## src/rtl/core/tsmd_pkg.sv

```systemverilog
package tsmd_pkg;

    localparam int FIELD_BITS     = 64;
    localparam int DEF_KEY_BITS   = 64;
    localparam int DEF_VALUE_BITS = 64;
    localparam int DATA_BITS      = 3 * FIELD_BITS;
    localparam int OUT_USER_BITS  = 3;
    localparam int CFG_IDX_BITS   = 1;

    // Configuration register indexes
    localparam logic [CFG_IDX_BITS-1:0] CFG_VISIBLE_LIMIT = 1'd0;
    localparam logic [CFG_IDX_BITS-1:0] CFG_KEEP_VERSIONS = 1'd1;

    // Stream codes
    localparam logic SRC_A = 1'b0;
    localparam logic SRC_B = 1'b1;

    typedef struct packed {
        logic                  src;
        logic                  last;
        logic                  vis;
        logic [FIELD_BITS-1:0] key;
        logic [FIELD_BITS-1:0] val;
        logic [FIELD_BITS-1:0] tid;
    } t_in_item;

    typedef struct packed {
        logic                  emit;
        logic                  from;
        logic                  next_src;
        logic                  done;
        logic [FIELD_BITS-1:0] key;
        logic [FIELD_BITS-1:0] val;
        logic [FIELD_BITS-1:0] tid;
    } t_result;

endpackage

```

## src/rtl/core/two_way_sorted_merge_dedup.sv

```systemverilog
// Merges two key-sorted streams (A newer, B older) into one sorted stream,
// one head entry held per stream. Each accepted input item yields exactly one
// output item through the input and merge registers; one item per cycle is
// sustained while downstream keeps m_axis_tready high. The rate is set by the
// single head compare (key order, equality, transaction order) in the merge
// stage; the visibility check against visible_limit runs one stage earlier.
// Output tuser carries emit_valid, out_from and next_source; tlast carries
// all_done. Key and value fields are zero fill above KEY_BITS and VALUE_BITS.
module two_way_sorted_merge_dedup #(
    parameter int KEY_BITS   = tsmd_pkg::DEF_KEY_BITS,
    parameter int VALUE_BITS = tsmd_pkg::DEF_VALUE_BITS
) (
    input  logic                                  i_clk,
    input  logic                                  i_rst_n,
    input  logic                                  i_cfg_we,
    input  logic [tsmd_pkg::CFG_IDX_BITS-1:0]     i_cfg_idx,
    input  logic [tsmd_pkg::FIELD_BITS-1:0]       i_cfg_data,
    input  logic                                  s_axis_tvalid,
    output logic                                  s_axis_tready,
    // entry_key, entry_value, entry_tranc
    input  logic [tsmd_pkg::DATA_BITS-1:0]        s_axis_tdata,
    // source
    input  logic                                  s_axis_tuser,
    input  logic                                  s_axis_tlast,
    output logic                                  m_axis_tvalid,
    input  logic                                  m_axis_tready,
    // out_key, out_value, out_tranc
    output logic [tsmd_pkg::DATA_BITS-1:0]        m_axis_tdata,
    // emit_valid, out_from, next_source
    output logic [tsmd_pkg::OUT_USER_BITS-1:0]    m_axis_tuser,
    output logic                                  m_axis_tlast
);
    import tsmd_pkg::*;

    logic     w_advance;
    logic     w_item_valid;
    logic     w_keep;
    t_in_item w_item;
    t_result  w_res;

    tsmd_in_stage u_in_stage (
        .i_clk           (i_clk),
        .i_rst_n         (i_rst_n),
        .i_cfg_we        (i_cfg_we),
        .i_cfg_idx       (i_cfg_idx),
        .i_cfg_data      (i_cfg_data),
        .s_axis_tvalid   (s_axis_tvalid),
        .s_axis_tready   (s_axis_tready),
        .s_axis_tdata    (s_axis_tdata),
        .s_axis_tuser    (s_axis_tuser),
        .s_axis_tlast    (s_axis_tlast),
        .i_advance       (w_advance),
        .o_item_valid    (w_item_valid),
        .o_item          (w_item),
        .o_keep_versions (w_keep)
    );

    tsmd_merge_core #(
        .KEY_BITS   (KEY_BITS),
        .VALUE_BITS (VALUE_BITS)
    ) u_merge_core (
        .i_clk           (i_clk),
        .i_rst_n         (i_rst_n),
        .i_item_valid    (w_item_valid),
        .i_item          (w_item),
        .i_keep_versions (w_keep),
        .i_out_ready     (m_axis_tready),
        .o_advance       (w_advance),
        .o_out_valid     (m_axis_tvalid),
        .o_result        (w_res)
    );

    assign m_axis_tdata = {w_res.tid, w_res.val, w_res.key};
    assign m_axis_tuser = {w_res.next_src, w_res.from, w_res.emit};
    assign m_axis_tlast = w_res.done;

endmodule

```

## src/rtl/core/tsmd_in_stage.sv

```systemverilog
module tsmd_in_stage (
    input  logic                                 i_clk,
    input  logic                                 i_rst_n,
    input  logic                                 i_cfg_we,
    input  logic [tsmd_pkg::CFG_IDX_BITS-1:0]    i_cfg_idx,
    input  logic [tsmd_pkg::FIELD_BITS-1:0]      i_cfg_data,
    input  logic                                 s_axis_tvalid,
    output logic                                 s_axis_tready,
    input  logic [tsmd_pkg::DATA_BITS-1:0]       s_axis_tdata,
    input  logic                                 s_axis_tuser,
    input  logic                                 s_axis_tlast,
    input  logic                                 i_advance,
    output logic                                 o_item_valid,
    output tsmd_pkg::t_in_item                   o_item,
    output logic                                 o_keep_versions
);
    import tsmd_pkg::*;

    logic [FIELD_BITS-1:0] r_limit;
    logic                  r_keep;
    logic                  r_in_valid;
    logic                  n_in_valid;
    t_in_item              r_item;
    t_in_item              n_item;
    logic                  w_accept;

    always_ff @(posedge i_clk) begin
        if (!i_rst_n) begin
            r_limit <= '0;
            r_keep  <= 1'b0;
        end else if (i_cfg_we) begin
            unique case (i_cfg_idx)
                CFG_VISIBLE_LIMIT: r_limit <= i_cfg_data;
                CFG_KEEP_VERSIONS: r_keep  <= i_cfg_data[0];
                default: ;
            endcase
        end
    end

    assign s_axis_tready = !r_in_valid || i_advance;
    assign w_accept      = s_axis_tvalid && s_axis_tready;

    always_comb begin
        n_item.src  = s_axis_tuser;
        n_item.last = s_axis_tlast;
        n_item.key  = s_axis_tdata[FIELD_BITS-1:0];
        n_item.val  = s_axis_tdata[2*FIELD_BITS-1:FIELD_BITS];
        n_item.tid  = s_axis_tdata[3*FIELD_BITS-1:2*FIELD_BITS];
        // visibility settled here; merge compares only keys and tids
        n_item.vis  = (r_limit == '0) || (n_item.tid <= r_limit);

        if (w_accept) begin
            n_in_valid = 1'b1;
        end else if (i_advance) begin
            n_in_valid = 1'b0;
        end else begin
            n_in_valid = r_in_valid;
        end
    end

    always_ff @(posedge i_clk) begin
        if (!i_rst_n) begin
            r_in_valid <= 1'b0;
        end else begin
            r_in_valid <= n_in_valid;
        end
    end

    always_ff @(posedge i_clk) begin
        if (w_accept) begin
            r_item <= n_item;
        end
    end

    assign o_item_valid    = r_in_valid;
    assign o_item          = r_item;
    assign o_keep_versions = r_keep;

endmodule

```

## src/rtl/core/tsmd_merge_core.sv

```systemverilog
module tsmd_merge_core #(
    parameter int KEY_BITS   = tsmd_pkg::DEF_KEY_BITS,
    parameter int VALUE_BITS = tsmd_pkg::DEF_VALUE_BITS
) (
    input  logic                 i_clk,
    input  logic                 i_rst_n,
    input  logic                 i_item_valid,
    input  tsmd_pkg::t_in_item   i_item,
    input  logic                 i_keep_versions,
    input  logic                 i_out_ready,
    output logic                 o_advance,
    output logic                 o_out_valid,
    output tsmd_pkg::t_result    o_result
);
    import tsmd_pkg::*;

    logic                  r_a_full, r_a_over, r_b_full, r_b_over;
    logic [KEY_BITS-1:0]   r_a_key, r_b_key;
    logic [VALUE_BITS-1:0] r_a_val, r_b_val;
    logic [FIELD_BITS-1:0] r_a_tid, r_b_tid;

    logic                  n_a_full, n_a_over, n_b_full, n_b_over;
    logic [KEY_BITS-1:0]   n_a_key, n_b_key;
    logic [VALUE_BITS-1:0] n_a_val, n_b_val;
    logic [FIELD_BITS-1:0] n_a_tid, n_b_tid;

    logic                  r_out_valid;
    logic                  n_out_valid;
    t_result               r_res;
    t_result               n_res;

    logic                  w_step;
    logic                  w_load;
    logic                  w_take_a;
    logic                  w_take_b;
    logic                  w_key_eq;

    assign o_advance = !r_out_valid || i_out_ready;
    assign w_step    = i_item_valid && o_advance;

    always_comb begin
        n_a_full = r_a_full;
        n_a_over = r_a_over;
        n_a_key  = r_a_key;
        n_a_val  = r_a_val;
        n_a_tid  = r_a_tid;
        n_b_full = r_b_full;
        n_b_over = r_b_over;
        n_b_key  = r_b_key;
        n_b_val  = r_b_val;
        n_b_tid  = r_b_tid;
        w_take_a = 1'b0;
        w_take_b = 1'b0;

        // take the item into its head slot
        if (i_item.src == SRC_A) begin
            w_load = !i_item.last && !r_a_over && !r_a_full && i_item.vis;
            if (i_item.last) begin
                n_a_over = 1'b1;
            end
            if (w_load) begin
                n_a_full = 1'b1;
                n_a_key  = i_item.key[KEY_BITS-1:0];
                n_a_val  = i_item.val[VALUE_BITS-1:0];
                n_a_tid  = i_item.tid;
            end
        end else begin
            w_load = !i_item.last && !r_b_over && !r_b_full && i_item.vis;
            if (i_item.last) begin
                n_b_over = 1'b1;
            end
            if (w_load) begin
                n_b_full = 1'b1;
                n_b_key  = i_item.key[KEY_BITS-1:0];
                n_b_val  = i_item.val[VALUE_BITS-1:0];
                n_b_tid  = i_item.tid;
            end
        end

        w_key_eq = (n_a_key == n_b_key);

        // drop the older duplicate from B
        if (!i_keep_versions && n_a_full && n_b_full && w_key_eq) begin
            n_b_full = 1'b0;
        end

        if (n_a_full && n_b_full) begin
            if (!w_key_eq) begin
                w_take_a = (n_a_key < n_b_key);
            end else begin
                w_take_a = (n_a_tid > n_b_tid);
            end
            w_take_b = !w_take_a;
        end else if (n_a_full && n_b_over) begin
            w_take_a = 1'b1;
        end else if (n_b_full && n_a_over) begin
            w_take_b = 1'b1;
        end

        n_res.emit = w_take_a || w_take_b;
        n_res.from = w_take_b;
        n_res.key  = '0;
        n_res.val  = '0;
        n_res.tid  = '0;
        if (w_take_a) begin
            n_res.key = FIELD_BITS'(n_a_key);
            n_res.val = FIELD_BITS'(n_a_val);
            n_res.tid = n_a_tid;
            n_a_full  = 1'b0;
        end else if (w_take_b) begin
            n_res.key = FIELD_BITS'(n_b_key);
            n_res.val = FIELD_BITS'(n_b_val);
            n_res.tid = n_b_tid;
            n_b_full  = 1'b0;
        end

        // A first when both slots want an item
        if (!n_a_full && !n_a_over) begin
            n_res.next_src = SRC_A;
        end else if (!n_b_full && !n_b_over) begin
            n_res.next_src = SRC_B;
        end else begin
            n_res.next_src = SRC_A;
        end
        n_res.done = n_a_over && n_b_over && !n_a_full && !n_b_full;

        if (w_step) begin
            n_out_valid = 1'b1;
        end else if (i_out_ready) begin
            n_out_valid = 1'b0;
        end else begin
            n_out_valid = r_out_valid;
        end
    end

    always_ff @(posedge i_clk) begin
        if (!i_rst_n) begin
            r_a_full    <= 1'b0;
            r_a_over    <= 1'b0;
            r_b_full    <= 1'b0;
            r_b_over    <= 1'b0;
            r_out_valid <= 1'b0;
        end else begin
            r_out_valid <= n_out_valid;
            if (w_step) begin
                r_a_full <= n_a_full;
                r_a_over <= n_a_over;
                r_b_full <= n_b_full;
                r_b_over <= n_b_over;
            end
        end
    end

    always_ff @(posedge i_clk) begin
        if (w_step) begin
            r_a_key <= n_a_key;
            r_a_val <= n_a_val;
            r_a_tid <= n_a_tid;
            r_b_key <= n_b_key;
            r_b_val <= n_b_val;
            r_b_tid <= n_b_tid;
            r_res   <= n_res;
        end
    end

    assign o_out_valid = r_out_valid;
    assign o_result    = r_res;

endmodule
```

## config.mk

```make
export PLATFORM = sky130hd
export DESIGN_NAME = two_way_sorted_merge_dedup
export DESIGN_NICKNAME = d
export VERILOG_FILES = /design/src/rtl/core/tsmd_pkg.sv /design/src/rtl/core/two_way_sorted_merge_dedup.sv /design/src/rtl/core/tsmd_in_stage.sv /design/src/rtl/core/tsmd_merge_core.sv
export SDC_FILE = /design/constraint.sdc
export NUM_CORES = 1
export LEC_CHECK = 0
export ABC_AREA = 1
export BUFFER_PORTS_ARGS = -buffer_cell sky130_fd_sc_hd__buf_2
export CORE_MARGIN = 2
export CORE_UTILIZATION = 50
export CTS_CLUSTER_SIZE = 14
export DETAILED_ROUTE_END_ITERATION = 7
export HOLD_SLACK_MARGIN = 0.1
export PLACE_DENSITY = 0.66
export SKIP_CTS_REPAIR_TIMING = 1
export SYNTH_ARGS = -nofsm -noshare
export SYNTH_HDL_FRONTEND = slang
export SYNTH_SLANG_ARGS = --single-unit
```

## constraint.sdc

```tcl
create_clock -name i_clk -period 24.4 [get_ports i_clk]
set_input_delay 6.1 -clock i_clk [delete_from_list [all_inputs] [get_ports i_clk]]
set_output_delay 6.1 -clock i_clk [all_outputs]
set_load 0.005 [all_outputs]
```

==> results of run 1 <==
==> synthesized netlist by cell type (2+ instances only) <==
cell	count	share of area
dfxtp_1	71	0.037
a21oi_1	158	0.021
or2_2	3	0.00049
clkbuf_1	131	0.013
nor4_1	10	0.0016
or2_1	2	0.00033
nor3_1	9	0.0012
nand2_1	1179	0.12
buf_2	22	0.0029
buf_4	8	0.0016
nand3_1	217	0.028
o221ai_1	3	0.00069
edfxtp_1	775	0.61
nand4_1	25	0.0041
buf_1	6	0.00059
o21bai_1	2	0.00039
a211oi_1	4	0.00079
ha_1	192	0.063
inv_1	433	0.042
nor3b_1	2	0.00039
nand3b_1	2	0.00039
o21ai_0	342	0.045
inv_2	2	0.00020
mux2_2	2	0.00059
o21a_1	7	0.0014
o211ai_1	2	0.00039
nor2_1	58	0.0057
o21ai_2	2	0.00046
o2111ai_1	2	0.00046
a21o_1	2	0.00039
a31oi_1	2	0.00033
==> worst min path at each step <==
stage                               start                         end  slack [ns]  cells past startpoint
4_1_cts             u_in_stage.r_limit[2]       u_in_stage.r_limit[2]        0.48                      2
5_1_grt             u_in_stage.r_limit[1]       u_in_stage.r_limit[1]        0.50                      2
6_report           u_in_stage.r_limit[19]      u_in_stage.r_limit[19]        0.47                      2
3_3_place_gp        u_in_stage.r_limit[7]       u_in_stage.r_limit[7]        0.47                      2
3_5_place_dp        u_in_stage.r_limit[2]       u_in_stage.r_limit[2]        0.47                      2
2_1_floorplan  u_in_stage.o_keep_versions  u_in_stage.o_keep_versions        0.43                      2
==> logic make-up after synthesis <==
| kind of cell | Yosys count |
|---|---|
| AND/OR/NAND/NOR | 1511 |
| flip-flops | 846 |
| multiplexers | 2 |
| adder cells (fa/ha/maj) | 192 |
| AO/OA/AOI/OAI | 529 |
| buffers and inverters | 602 |
==> state kept, by name, summed over array words and instances (netlist names) <==
name	cells
u_merge_core.o_result	196
u_in_stage.o_item	195
u_in_stage.r_limit	64
u_merge_core.r_a_key	64
u_merge_core.r_a_tid	64
u_merge_core.r_a_val	64
u_merge_core.r_b_key	64
u_merge_core.r_b_tid	64
u_merge_core.r_b_val	64
u_in_stage.o_item_valid	1
u_in_stage.o_keep_versions	1
u_merge_core.o_out_valid	1
u_merge_core.r_a_full	1
u_merge_core.r_a_over	1
u_merge_core.r_b_full	1
u_merge_core.r_b_over	1
==> power breakdown <==
part	internal [mW]	switching [mW]	total [mW]	leakage, nW
clock network	0.774	0.570	1.34	1.43
logic	0.119	0.245	0.364	10.4
registers	1.69	0.0284	1.72	7.99
==> critical path: cells and delay by family <==
kind	cells	cell delay [ns]
buffers and inverters	3	0.29
and+or+nand+nor	1	0.10
==> metrics by stage <==
step | setup WS [ns] | power [mW] | cell area, µm² | hold slack [ns]
6_report | 11.81 | 3.43 | 44300 | 0.475
5_1_grt | 11.74 | 3.56 | 44300 | 0.500
4_1_cts | 11.81 | 3.46 | 44300 | 0.480
3_5_place_dp | 11.81 | 2.11 | 41400 | 0.473
3_3_place_gp | 11.79 | 2.10 | 41400 | 0.467
2_1_floorplan | 5.79 | 2.00 | 38300 | 0.434
==> layer usage <==
layer | up-vias | share of wire | global-route usage
li1 | 13287 | - | -
met1 | 12655 | 0.44 | 0.308
met2 | 813 | 0.47 | 0.371
met3 | 163 | 0.059 | 0.0366
met4 | 4 | 0.032 | 0.0880
met5 | - | 0.00029 | 0
==> cell type report <==
cell class / count / area, µm²
Sequential cell: 846 / 24700
Tap cell: 978 / 1220
Antenna cell: 8 / 20.0
Fill cell: 6414 / 31500
Inverter: 435 / 1650
Clock buffer: 114 / 2390
Multi-Input combinational cell: 2234 / 11300
Clock inverter: 56 / 515
Timing Repair Buffer: 486 / 2520
==> metrics.cfg, run 1 <==
[synth]
async_flop_share=0
ys.flop_type=edfxtp_1
synth_top_family_by_area=simple AND/OR/NAND/NOR gates
synth_edf_count=775
syn_inst=3682
syn_nets=4138
synth-compound-area-share=0.0713
ys_ff_latch=846
synth_fa_ha_area_frac=0.0628
muxShareOfSynthArea=0.000589
synth-simple-area-share=0.159
synthesis.area_um2=38300
synth_cell_type_count=38
yosys_warnings=0
synth-seq-area-share=0.646
synth_xor_area_frac=0
syn_avg_cell_area_um2=10.4

[critical_path]
cp_data_required_time_ns=18.30
slowest_stage=buf_2
regToRegSetupSlack_ns=16.61
cp_max_fo=3
critical_path_arrival_ns=6.49
r2r-end=u_merge_core.o_result[112]
crit_top_cell=buf_2
startpoint_type=primary input
path_class=in2out
worstSetupEndpoint=s_axis_tready
r2r-start=u_in_stage.o_item[193]
crit_start=m_axis_tready
rr_worst_depth=23
cpPeakStageDelay_ns=0.15
cp-end-kind=primary output
path_cells=buf_2 > inv_1 > nand3_1 > buf_2

[clocking]
clock-sinks=846
numCtsBuffers=91
cts.clk_slew.worst_paths_ns=0.06
h-tree-depth=3
root_buffer=clkbuf_16
clockBufferDepth=3
cts_tree=yes
clk-insertion-delay-late_ns=0.65

[timing]
tns_ns=0
clock.fmax_ghz=0.0794
skew_ns=0.0336
post-route-period-util=0.516
period_minus_slack_ns=12.59
setup_viol=0
hold_violations=0
slew_violations=0
slew_headroom=0.180
tightest_slew_ns=1.23
rsz0062_at_grt=false

[floorplanning]
core-area_um2=75800
dieArea_um2=78700
row_count=101
io_pins=462
start_util=0.504
die_w_um=281
die_h_um=281

[route]
drc=0
routed_wl_mm=91.7
via_per_inst=5.22
drt_iter0_drc=2244
ant_nets=0
wl_per_cell_um=17.8
drt_first_pass_iters=5
vias=26922

[grt]
grt_max_degree=180
grt_antenna_before_repair=11
grt.overflow.total=0
track_usage=0.228
grt_pass1_wl_mm=140
grt_pass1_vias=25647

[placement]
io_buffers=461
dp_hpwl_mm=57.6
place.gp.congestion=0.841
dp.cells=4979

[cells_and_area]
area_growth_syn_to_layout_pct=15.8
final_cell_mix=1,179 x nand2_1, 775 x edfxtp_1, 461 x buf_2
num-nets-final=4550
drive_gt1_frac=0.151
instances_no_fill=5157
utilization=0.584
final_common_cell=nand2_1

[hold_path]
worstHoldPathType=reg2reg

[status]
status=finished clean

[pwr]
p_leak_nw=19.8
p_per_area_nw_per_um2=77.3
ir_worst_vdd_mv=0.0577

[job]
maxCapViolCount=0

(Power assumes the default switching activity.)
==> run 2, diff against run 1 <==
ABC_AREA = 0   (was 1)
clock period = 12.4 ns   (was 24.4 ns; I/O delays follow)
==> run 2 against run 1 <==
Synthesized cell count shrank 24%. Clock power grew 100%. Clock skew shrank 0.0078 ns. Sequential share of layout area grew 0.17 points. Routed wire length grew 6.5%. Utilization is essentially flat. Clock-buffer cell count grew 5. First-iteration DRC count shrank 6.5%. Area after synthesis shrank 0.73%. Sequential power grew 95%. Via count shrank 9.0%.
==> metrics.cfg, run 2 <==
[timing]
post-route-period-util=0.620
period_minus_slack_ns=7.69
slew_violations=0
skew_ns=0.0259
slew_headroom=0.147
hold_violations=0
tns_ns=0
tightest_slew_ns=1.28
clock.fmax_ghz=0.130
setup_viol=0
rsz0062_at_grt=false

[critical_path]
rr_worst_depth=16
cp_max_fo=53
cp_data_required_time_ns=12.72
regToRegSetupSlack_ns=4.71
cp-end-kind=register
r2r-start=u_in_stage.o_item[193]
startpoint_type=register
critical_path_arrival_ns=8.01
r2r-end=u_merge_core.o_result[24]
path_class=reg2reg

[route]
routed_wl_mm=97.6
drt_iter0_drc=2098
drt_first_pass_iters=5
drc=0
via_per_inst=5.72
vias=24510
wl_per_cell_um=22.8
ant_nets=0

[cells_and_area]
final_cell_mix=775 x edfxtp_1, 461 x buf_2, 431 x nand2_1
num-nets-final=3692
area_growth_syn_to_layout_pct=16.3
largest_register_ffs=196
utilization=0.584
final_common_cell=edfxtp_1
fill_cells=6050
drive_gt1_frac=0.279

[synth]
yosysTopAreaCell=edfxtp_1
syn_avg_cell_area_um2=13.6
syn_nets=3246
synth_cell_type_count=51
synthesis.area_um2=38000
synth.top_cell.area_share=0.613
syn_inst=2790
synth-seq-area-share=0.650
synth.most_common_cell=edfxtp_1
synthTopCellsByCount=775 x edfxtp_1, 433 x nand2_1, 257 x mux2_2
ys_ff_latch=846
ys.flop_type=edfxtp_1
netlist_top_cells_area=edfxtp_1 61%, mux2_2 7.6%, ha_1 6.3%
synth_edf_count=775
yosys_warnings=0
async_flop_share=0

[clocking]
clock-sinks=846
cts.clk_slew.worst_paths_ns=0.06
numCtsBuffers=92
clockBufferDepth=3
clk-insertion-delay-late_ns=0.65
cts_tree=yes
root_buffer=clkbuf_16
h-tree-depth=3

[placement]
place.gp.congestion=0.853
io_buffers=461
dp_hpwl_mm=64.0

[grt]
grt_pass1_wl_mm=146
grt_max_degree=190
track_usage=0.243
grt.overflow.total=0
grt_pass1_vias=24746
grt_antenna_before_repair=8

[pwr]
p_leak_nw=17.3
p_per_area_nw_per_um2=153
ir_worst_vdd_mv=0.121

[floorplanning]
start_util=0.502
die_h_um=280
core-area_um2=75600
row_count=101
io_pins=462
dieArea_um2=78200
die_w_um=280

[status]
status=finished clean

[hold_path]
worstHoldPathType=reg2reg
worstHoldPathCells=2
holdPathEnd=u_in_stage.r_limit[42]
hold_start=u_in_stage.r_limit[42]

[job]
maxCapViolCount=0

[run 2: logic make-up after synthesis]
logic type,Yosys count,synth area share
DFF,846,0.650
and+or+nand+nor,606,0.0683
buffers and inverters,335,0.0358
AOI/OAI and AO/OA,426,0.0723
adders and majority gates,192,0.0633
muxes,385,0.110
[run 2: final cells by class]
cell class | count | area (µm²) | area share
Sequential cell | 846 | 24700 | 0.559
Clock buffer | 119 | 2570 | 0.0583
Timing Repair Buffer | 487 | 2540 | 0.0575
Tap cell | 978 | 1220 | 0.0277
Multi-Input combinational cell | 1609 | 12000 | 0.272
Inverter | 200 | 751 | 0.0170
Antenna cell | 2 | 5.00 | 0.000113
Clock inverter | 44 | 378 | 0.00856
[run 2: worst max-delay path by stage]
stage	endpoint	start	slack (ns)	cells after the start
after floorplan	u_merge_core.r_b_full	m_axis_tready	0.94	5
after global placement	u_merge_core.o_result[12]	u_in_stage.o_item[193]	4.94	16
after detailed placement	u_merge_core.o_result[13]	u_in_stage.o_item[193]	4.73	16
after CTS	u_merge_core.o_result[24]	u_in_stage.o_item[193]	4.68	16
after global routing	u_merge_core.o_result[17]	u_in_stage.o_item[193]	4.36	16
final	u_merge_core.o_result[24]	u_in_stage.o_item[193]	4.71	16
[run 2: worst max-delay path: stages, from the launching register on]
cell	delay [ns]
edfxtp_1	0.40
nand2b_1	0.19
or4_4	0.61
buf_4	0.83
buf_4	0.63
mux2_2	0.43
ha_1	0.33
nand4_1	0.14
nor4_1	0.43
nand3_1	0.33
nor2_1	0.30
o41ai_2	0.14
a2111o_1	0.49
nand3_4	0.46
buf_4	0.62
buf_4	0.72
o22ai_1	0.18
[run 2: metal layers]
| metal | vias up | wire [µm] | part of all wire | track usage |
|---|---|---|---|---|
| met4 | 6 | 2900 | 0.030 | 0.0787 |
| met2 | 841 | 48600 | 0.50 | 0.412 |
| met3 | 170 | 5870 | 0.060 | 0.0385 |
| met1 | 12197 | 40200 | 0.41 | 0.320 |
| li1 | 11296 | - | - | - |
| met5 | - | 46 | 0.00047 | 0 |
[run 2: power by group]
part / switching, mW / total (mW) / internal (mW)
clock network: 1.11 / 2.69 / 1.58
registers: 0.0638 / 3.36 / 3.30
logic: 0.436 / 0.698 / 0.262
[run 2: per-stage QoR]
stage	instances	setup WS (ns)	hold WS, ns	power [mW]	area (µm²)
finish	4285	4.71	0.472	6.75	44200
global route	4284	4.36	0.492	6.99	44200
CTS	4283	4.68	0.475	6.81	44200
detailed placement	4120	4.73	0.467	4.12	41200
global placement	4120	4.94	0.464	4.09	41200
floorplan	2790	0.942	0.437	3.88	38000
